===== src/rtl/core/assert_macros.svh =====
// Assertion macros shared by the RTL.
`ifndef ASSERT_MACROS_SVH
`define ASSERT_MACROS_SVH
`ifndef SYNTHESIS
`define ASSERT_HOLDS(lbl, clk_sig, rst_sig, prop) \
  lbl: assert property (@(posedge clk_sig) disable iff (rst_sig) (prop)) \
    else $error("assertion failed");
`define ASSERT_NEVER(lbl, clk_sig, rst_sig, expr) \
  lbl: assert property (@(posedge clk_sig) disable iff (rst_sig) !(expr)) \
    else $error("forbidden condition seen");
`else
`define ASSERT_HOLDS(lbl, clk_sig, rst_sig, prop)
`define ASSERT_NEVER(lbl, clk_sig, rst_sig, expr)
`endif
`endif


===== src/rtl/core/utf16d_pkg.sv =====
// Types and constants of the UTF-16 decoder.
package utf16d_pkg;

  localparam logic [20:0] SubRepair = 21'h00FFFD;
  localparam logic [20:0] SubLegacy = 21'h00003F;
  localparam logic [20:0] SuppBase  = 21'h010000;
  localparam logic [5:0]  LeadTag   = 6'b110110;
  localparam logic [5:0]  TrailTag  = 6'b110111;

  typedef struct packed {
    logic        text_done;
    logic        item_done;
    logic        substituted;
    logic [20:0] code_point;
  } result_t;

  typedef struct packed {
    logic [1:0] count;
    result_t    r0;
    result_t    r1;
    logic       lead_pending;
    logic [9:0] lead_bits;
  } step_out_t;

endpackage


===== src/rtl/core/utf16_decoder_repair.sv =====
// UTF-16 to code point decoder, top level.
// An accepted word's first result, if it has one, is registered and shown on the output in the cycle after.
// One word per cycle while the output takes results; a word giving two results holds input until one is taken.
// The two-entry result queue and output back-pressure are the only limits on rate.
// Synchronous reset clears queue, pending lead and error_policy (repair mode).
`include "assert_macros.svh"
module utf16_decoder_repair (
  input  logic        clk,
  input  logic        rst,
  input  logic        cfg_valid,
  output logic        cfg_ready,
  input  logic        cfg_data,       // error_policy
  input  logic        s_axis_tvalid,
  output logic        s_axis_tready,
  input  logic [15:0] s_axis_tdata,   // unit
  input  logic        s_axis_tlast,   // end_of_text
  output logic        m_axis_tvalid,
  input  logic        m_axis_tready,
  output logic [23:0] m_axis_tdata,   // code_point[20:0], zero pad
  output logic [1:0]  m_axis_tuser,   // item_done, substituted
  output logic        m_axis_tlast    // text_done
);

  logic                  error_policy;
  logic                  lead_pending;
  logic [9:0]            lead_bits;
  logic [1:0]            count;
  logic [1:0]            count_next;
  utf16d_pkg::result_t   q0;
  utf16d_pkg::result_t   q1;
  utf16d_pkg::result_t   q0_next;
  utf16d_pkg::result_t   q1_next;
  utf16d_pkg::step_out_t step;
  logic                  pop;
  logic                  push;

  utf16d_step u_step (
    .policy       (error_policy),
    .lead_pending (lead_pending),
    .lead_bits    (lead_bits),
    .unit         (s_axis_tdata),
    .end_of_text  (s_axis_tlast),
    .step         (step)
  );

  assign cfg_ready     = 1'b1;
  assign m_axis_tvalid = (count != 2'd0);
  assign s_axis_tready = (count == 2'd0) || ((count == 2'd1) && m_axis_tready);
  assign pop           = m_axis_tvalid && m_axis_tready;
  assign push          = s_axis_tvalid && s_axis_tready;

  assign m_axis_tdata  = {3'd0, q0.code_point};
  assign m_axis_tuser  = {q0.item_done, q0.substituted};
  assign m_axis_tlast  = q0.text_done;

  // queue is empty after any pop when a word is taken
  always_comb begin
    q0_next    = q0;
    q1_next    = q1;
    count_next = count - {1'b0, pop};
    if (pop) begin
      q0_next = q1;
    end
    if (push) begin
      q0_next    = step.r0;
      q1_next    = step.r1;
      count_next = step.count;
    end
  end

  always_ff @(posedge clk) begin
    if (rst) begin
      error_policy <= 1'b0;
      lead_pending <= 1'b0;
      count        <= 2'd0;
    end else begin
      if (cfg_valid && cfg_ready) begin
        error_policy <= cfg_data;
      end
      if (push) begin
        lead_pending <= step.lead_pending;
      end
      count <= count_next;
    end
  end

  always_ff @(posedge clk) begin
    if (push && step.lead_pending) begin
      lead_bits <= step.lead_bits;
    end
    q0 <= q0_next;
    q1 <= q1_next;
  end

  `ASSERT_HOLDS(a_room_for_two, clk, rst, s_axis_tready |-> (count != 2'd2))
  `ASSERT_HOLDS(a_word_leaves_trace, clk, rst,
                (s_axis_tvalid && s_axis_tready) |=> (count != 2'd0 || lead_pending))
  `ASSERT_HOLDS(a_text_end_clears, clk, rst,
                (s_axis_tvalid && s_axis_tready && s_axis_tlast) |=> !lead_pending)
  `ASSERT_NEVER(a_text_done_last, clk, rst, m_axis_tvalid && m_axis_tlast && !m_axis_tuser[1])

endmodule


===== src/rtl/core/utf16d_step.sv =====
// Per-word decode: surrogate pairing, substitution and result framing.
module utf16d_step (
  input  logic                   policy,
  input  logic                   lead_pending,
  input  logic [9:0]             lead_bits,
  input  logic [15:0]            unit,
  input  logic                   end_of_text,
  output utf16d_pkg::step_out_t  step
);

  logic                is_lead;
  logic                is_trail;
  logic [20:0]         sub_cp;
  logic                fresh_n;
  logic                fresh_hold;
  utf16d_pkg::result_t fresh;
  utf16d_pkg::result_t r0;
  utf16d_pkg::result_t r1;
  logic [1:0]          n;

  assign is_lead  = (unit[15:10] == utf16d_pkg::LeadTag);
  assign is_trail = (unit[15:10] == utf16d_pkg::TrailTag);
  assign sub_cp   = policy ? utf16d_pkg::SubLegacy : utf16d_pkg::SubRepair;

  // word handled with no lead waiting
  always_comb begin
    fresh            = '0;
    fresh_n          = 1'b1;
    fresh_hold       = 1'b0;
    if (is_lead) begin
      fresh.code_point  = sub_cp;
      fresh.substituted = 1'b1;
      fresh_n           = end_of_text;
      fresh_hold        = !end_of_text;
    end else if (is_trail) begin
      fresh.code_point  = sub_cp;
      fresh.substituted = 1'b1;
    end else begin
      fresh.code_point  = {5'd0, unit};
    end
  end

  always_comb begin
    r0 = '0;
    r1 = '0;
    n  = 2'd0;
    step.lead_pending = 1'b0;
    step.lead_bits    = lead_bits;
    if (lead_pending) begin
      if (is_trail) begin
        r0.code_point = {1'b0, lead_bits, unit[9:0]} + utf16d_pkg::SuppBase;
        n             = 2'd1;
      end else if (policy) begin
        r0.code_point  = utf16d_pkg::SubLegacy;
        r0.substituted = 1'b1;
        n              = 2'd1;
      end else begin
        r0.code_point  = utf16d_pkg::SubRepair;
        r0.substituted = 1'b1;
        r1             = fresh;
        n              = 2'd1 + {1'b0, fresh_n};
        step.lead_pending = fresh_hold;
        step.lead_bits    = unit[9:0];
      end
    end else begin
      r0 = fresh;
      n  = {1'b0, fresh_n};
      step.lead_pending = fresh_hold;
      step.lead_bits    = unit[9:0];
    end
    if (n == 2'd2) begin
      r1.item_done = 1'b1;
      r1.text_done = end_of_text;
    end else begin
      r0.item_done = 1'b1;
      r0.text_done = end_of_text;
    end
    step.count = n;
    step.r0    = r0;
    step.r1    = r1;
  end

endmodule


===== config.mk =====
export PLATFORM = sky130hd
export DESIGN_NAME = utf16_decoder_repair
export DESIGN_NICKNAME = d
export VERILOG_FILES = /design/src/rtl/core/utf16d_pkg.sv /design/src/rtl/core/utf16_decoder_repair.sv /design/src/rtl/core/utf16d_step.sv
export VERILOG_INCLUDE_DIRS = /design/src /design/src/rtl/core
export SDC_FILE = /design/constraint.sdc
export NUM_CORES = 1
export LEC_CHECK = 0
export BUFFER_PORTS_ARGS = -buffer_cell sky130_fd_sc_hd__buf_4
export CAP_MARGIN = 20
export CELL_PAD_IN_SITES_DETAIL_PLACEMENT = 0
export CELL_PAD_IN_SITES_GLOBAL_PLACEMENT = 2
export CORE_AREA = 4 4 103 95
export DETAILED_ROUTE_END_ITERATION = 10
export DIE_AREA = 0 0 107 99
export GPL_ROUTABILITY_DRIVEN = 0
export GPL_TIMING_DRIVEN = 0
export PLACE_DENSITY = 0.82
export SETUP_SLACK_MARGIN = 0.3
export SYNTH_ARGS = -nofsm -noshare
export SYNTH_HDL_FRONTEND = slang
export SYNTH_SLANG_ARGS = --single-unit

===== constraint.sdc =====
create_clock -name clk -period 1.9 [get_ports clk]
set_input_delay 0.19 -clock clk [delete_from_list [all_inputs] [get_ports clk]]
set_output_delay 0.19 -clock clk [all_outputs]
set_load 0.05 [all_outputs]

-- Yosys cells after proc, flatten, opt, wreduce, memory -nomap -nowiden
Index checks and enable logic that the tools add are counted.
- register bits after elaboration: 62
- $add $sub $neg: 3
- equality and inequality tests: 6
- muxes and demuxes: 24
- bitwise logic cells: 1
- reduce and logical (&&, ||, !) cells: 11
- operators with widths (operator ; count):
    $mux W24 ; 4
    $mux W22 ; 3
    $mux W21 ; 2
    $mux W11 ; 3
    $mux W16 ; 2
    $add A20 B17 Y21 const B ; 1
    $eq A6 B6 Y1 const B ; 2
    $mux W2 ; 6
    $logic_and A1 B1 Y1 ; 4
    $mux W1 ; 4
    $ne A2 B2 Y1 const B ; 2
    $reduce_bool A2 Y1 ; 2
    $reduce_and A3 Y1 ; 1
    $reduce_or A3 Y1 ; 1
    $add A1 B1 Y2 const A ; 1
    $eq A2 B1 Y1 const B ; 1
    $eq A2 B2 Y1 const B ; 1
    $logic_not A2 Y1 ; 1
    $sub A2 B1 Y2 ; 1
    $logic_not A1 Y1 ; 1
    $logic_or A1 B1 Y1 ; 1
    $not A1 Y1 ; 1

-- Longest topological paths before layout
- depth after elaboration: 9
- mapped depth: 7
- gate-level depth less buffers: 5

-- Hierarchy
A second synthesis with hierarchy kept.
- cells, all modules: 246
- area, all modules: 3230.6 um^2
- by module, submodules not included (module ; instances ; cells each ; area an instance (um^2) ; sequential area each (um^2)):
    utf16_decoder_repair ; 1 ; 117 ; 2368.5 ; 1821.7
    utf16d_step ; 1 ; 129 ; 862.1 ; 0.0

-- Least setup slack after synthesis
Ideal clock, no wire load.
- path type: register to register
- start: register count[0]
- end: register q0 (netlist bit m_axis_tdata[3]), data pin
- arrival time: 1.590 ns
- path slack: 0.053 ns
- stages on the path, launching flop included: 6
- path buffers: 1
- path through: dfxtp_1 -> inv_1 -> o211ai_1 -> clkinv_1 -> clkbuf_1 -> o22a_1
- RTL lines (item ; line ; source):
    from (decl) ; utf16_decoder_repair.sv:27 ; logic [1:0] count;
    from (signal assigned) ; utf16_decoder_repair.sv:83 ; count <= count_next;
    to (signal assigned) ; utf16_decoder_repair.sv:91 ; q0 <= q0_next;
    to (decl) ; utf16_decoder_repair.sv:29 ; utf16d_pkg::result_t q0;

==> qor.yml <==
clockBufferDepth: 2
synth_fa_ha_area_share_pct: 0.919
ioPinCount: 53
grt_usage_pct: 12.3
path_cells: "inv_1 -> o211ai_1 -> bufinv_8 -> buf_4 -> o211ai_2 -> o22a_1"
yosysTopAreaCell: "edfxtp_1"
die_h_um: 99
status: "complete, no violations"
critPathArrivalTime_ns: 1.66
path_max_fanout: 7
synth.area.mux_share_pct: 0.368
drive_gt1_share_pct: 31.6
vias: 1980
insertion_delay_ns: 0.33
synth_seq_cells: 57
dieArea_um2: 10600
grt_max_degree: 29
port-buffer-count: 46
power.leakage_nw: 1.35
power_mw: 3.81
grt_pass1_wl_mm: 9.92
numCtsBuffers: 9
synthArstFlopShare_pct: 0
cts_tree: "yes"
netlist_area_um2: 2720
drv_slew: 0
cts-root-buf: "clkbuf_8"
finalNonFillerCells: 416
synthXorXnorAreaFrac_pct: 1.29
hold_violations: 0
rows: 32
synth_compound_area_share_pct: 16.5
die_width_um: 107
synth.most_common_cell: "edfxtp_1"
final_util_pct: 41.2
viasPerCell: 4.76
grt_overflow: 0
synth_top_family_by_area: "compound AO/OA/AOI/OAI gates"
worst-setup-path-type: "reg -> reg"
critical_path.max_stage_delay_ns: 0.34
grt_pass1_vias: 1950
cpMaxStageDelayCell: "dfxtp_1"
fin_skew_ns: 0.00777
synth_cell_types: 49
cp_data_required_time_ns: 1.98
finalSetupViolCount: 0
yosysTopAreaCellShare_pct: 58.5
ys_seq_area_share_pct: 61.4
fmax_mhz: 634
drt_drc_violations_left: 0
drt_wl_total_mm: 6.34
synth_area_leaders: "edfxtp_1 58%, and2_1 3.9%, a21oi_1 3.9%"
hold_path_class: "in -> reg"
whs_ns: 0.0576
ys.warnings.count: 0
endpoint_kind: "flip-flop"
place_hpwl_mm: 4.34
synth_edf_count: 53
diodes: 0
core_um2: 8570
synth_ff_type: "edfxtp_1"
yosys.area_share.simple_pct: 14.6
htreeDepth: 3
antenna_found_initial: 0
maxCapViolCount: 0
synth_cells: 227
startpoint_type: "flip-flop"
wl_per_cell_um: 15.2
area_growth_pct: 29.8
peakVddDrop_v: 0.000462
fin_crit_ns: 1.58
clk_pin_slew_ns: 0.07
avgSynthCellArea_um2: 12.0
cts_hold_buf: 0
start_util_pct: 31.8
first_pass_iters: 4
nets: 317
dp_cells: 394
fin_crit_sh_pct: 83.0
worst_pin_slew_ns: 0.604
rsz0062_at_grt: "yes"
relSlewSlack_pct: 59.7
drt-initial-drc-count: 108
drtAntennaViolNets: 0
cts_sinks: 57
power_density_nw_per_um2: 1080
synth_common_cells: "53 x edfxtp_1, 28 x nor2_1, 21 x a21oi_1"
==> state kept, by name (all words and copies together), names as in the netlist <==
register / count
count: 2
error_policy: 1
lead_bits: 10
lead_pending: 1
m_axis_tdata: 21
m_axis_tlast: 1
m_axis_tuser: 2
q1: 19
==> per-stage QoR <==
| step | TNS (ns) | setup WS [ns] | instance area (um2) |
|---|---|---|---|
| after floorplan | 0 | 0.322 | 2740 |
| after global placement | -0.231 | -0.0556 | 3230 |
| after detailed placement | -0.316 | -0.0701 | 3230 |
| after CTS | 0 | 0.312 | 3510 |
| after global routing | 0 | 0.252 | 3530 |
| final | 0 | 0.322 | 3530 |
==> cells in the final DEF, fill, tap and decap left out, types with 2 or more instances in the layout <==
cell and count:
clkbuf_8 9, a21oi_1 21, clkinvlp_4 3, o22a_1 5
nand2b_1 2, nand2_2 2, dfxtp_1 3, a21oi_4 2
buf_6 3, a21o_1 6, edfxtp_1 53, conb_1 4
a221o_1 5, nand3_1 11, nand4_1 2, inv_1 6
clkinv_2 2, o21a_1 2, o21ai_0 2, nand2_1 5
ha_1 2, nor3_1 3, buf_4 58, and2_1 17
xnor2_1 3, o211ai_1 5, nor2_1 28
==> routing by layer <==
metal  part of all wire [%]  vias up  track usage (%)  routed length [um]
li1                       -      966                -                   -
met1                     47      933             16.6                2950
met2                     46       70             18.2                2890
met3                    5.8       11             3.21                 365
met4                    2.1        0             6.19                 130
met5                      0        -                0                   0
==> logic make-up (layout without fill, tap and decap cells) <==
kind of cell               count (synthesis)  count (layout)
muxes                                      1               1
other                                      2               4
AOI/OAI and AO/OA                         60              60
adders and majority gates                  2               2
xor gates and xnor gates                   4               4
buffers and inverters                     23              91
and+or+nand+nor                           78              78
DFF                                       57              57
==> repair_timing <==
| action | CTS | global route |
|---|---|---|
| gates cloned | 0 | 0 |
| buffers inserted | 6 | 0 |
| endpoints found under the setup margin | 77 | 66 |
| pin swaps | 2 | 0 |
| resized for setup | 9 | 7 |
==> where the power goes <==
part | leakage, nW | switching [mW] | internal, mW | total (mW)
Combinational | 0.709 | 0.739 | 0.353 | 1.09
Sequential | 0.551 | 0.0477 | 1.59 | 1.63
Clock | 0.0897 | 0.489 | 0.596 | 1.09
Total | 1.35 | 1.28 | 2.54 | 3.81
==> final timing paths <==
check | cells after the start | endpoint | slack [ns] | from
worst min-delay path | 2 | count[1] | 0.06 | rst
worst max register to register | 6 | m_axis_tdata[2] | 0.32 | count[1]
worst min register to register | 2 | m_axis_tlast | 0.52 | q1[23]
worst max-delay path | 6 | m_axis_tdata[2] | 0.32 | count[1]
==> layout make-up <==
type                       instances  area (um2)
clock buffer                      10         128
clock inverter                     6        58.8
sequential                        57        1670
inverter                           9        51.3
tap                              119         149
multi-input combinational        149         942
buffer                            14         125
timing repair buffer              52         407
fill                             861        5030
==> worst max-delay path, delay by kind of cell, from the launching register on <==
family | cells | cell delay, ns
buffers and inverters | 3 | 0.46
AOI/OAI and AO/OA | 3 | 0.52
DFF | 1 | 0.34
Power figures use the tool's default switching activity.
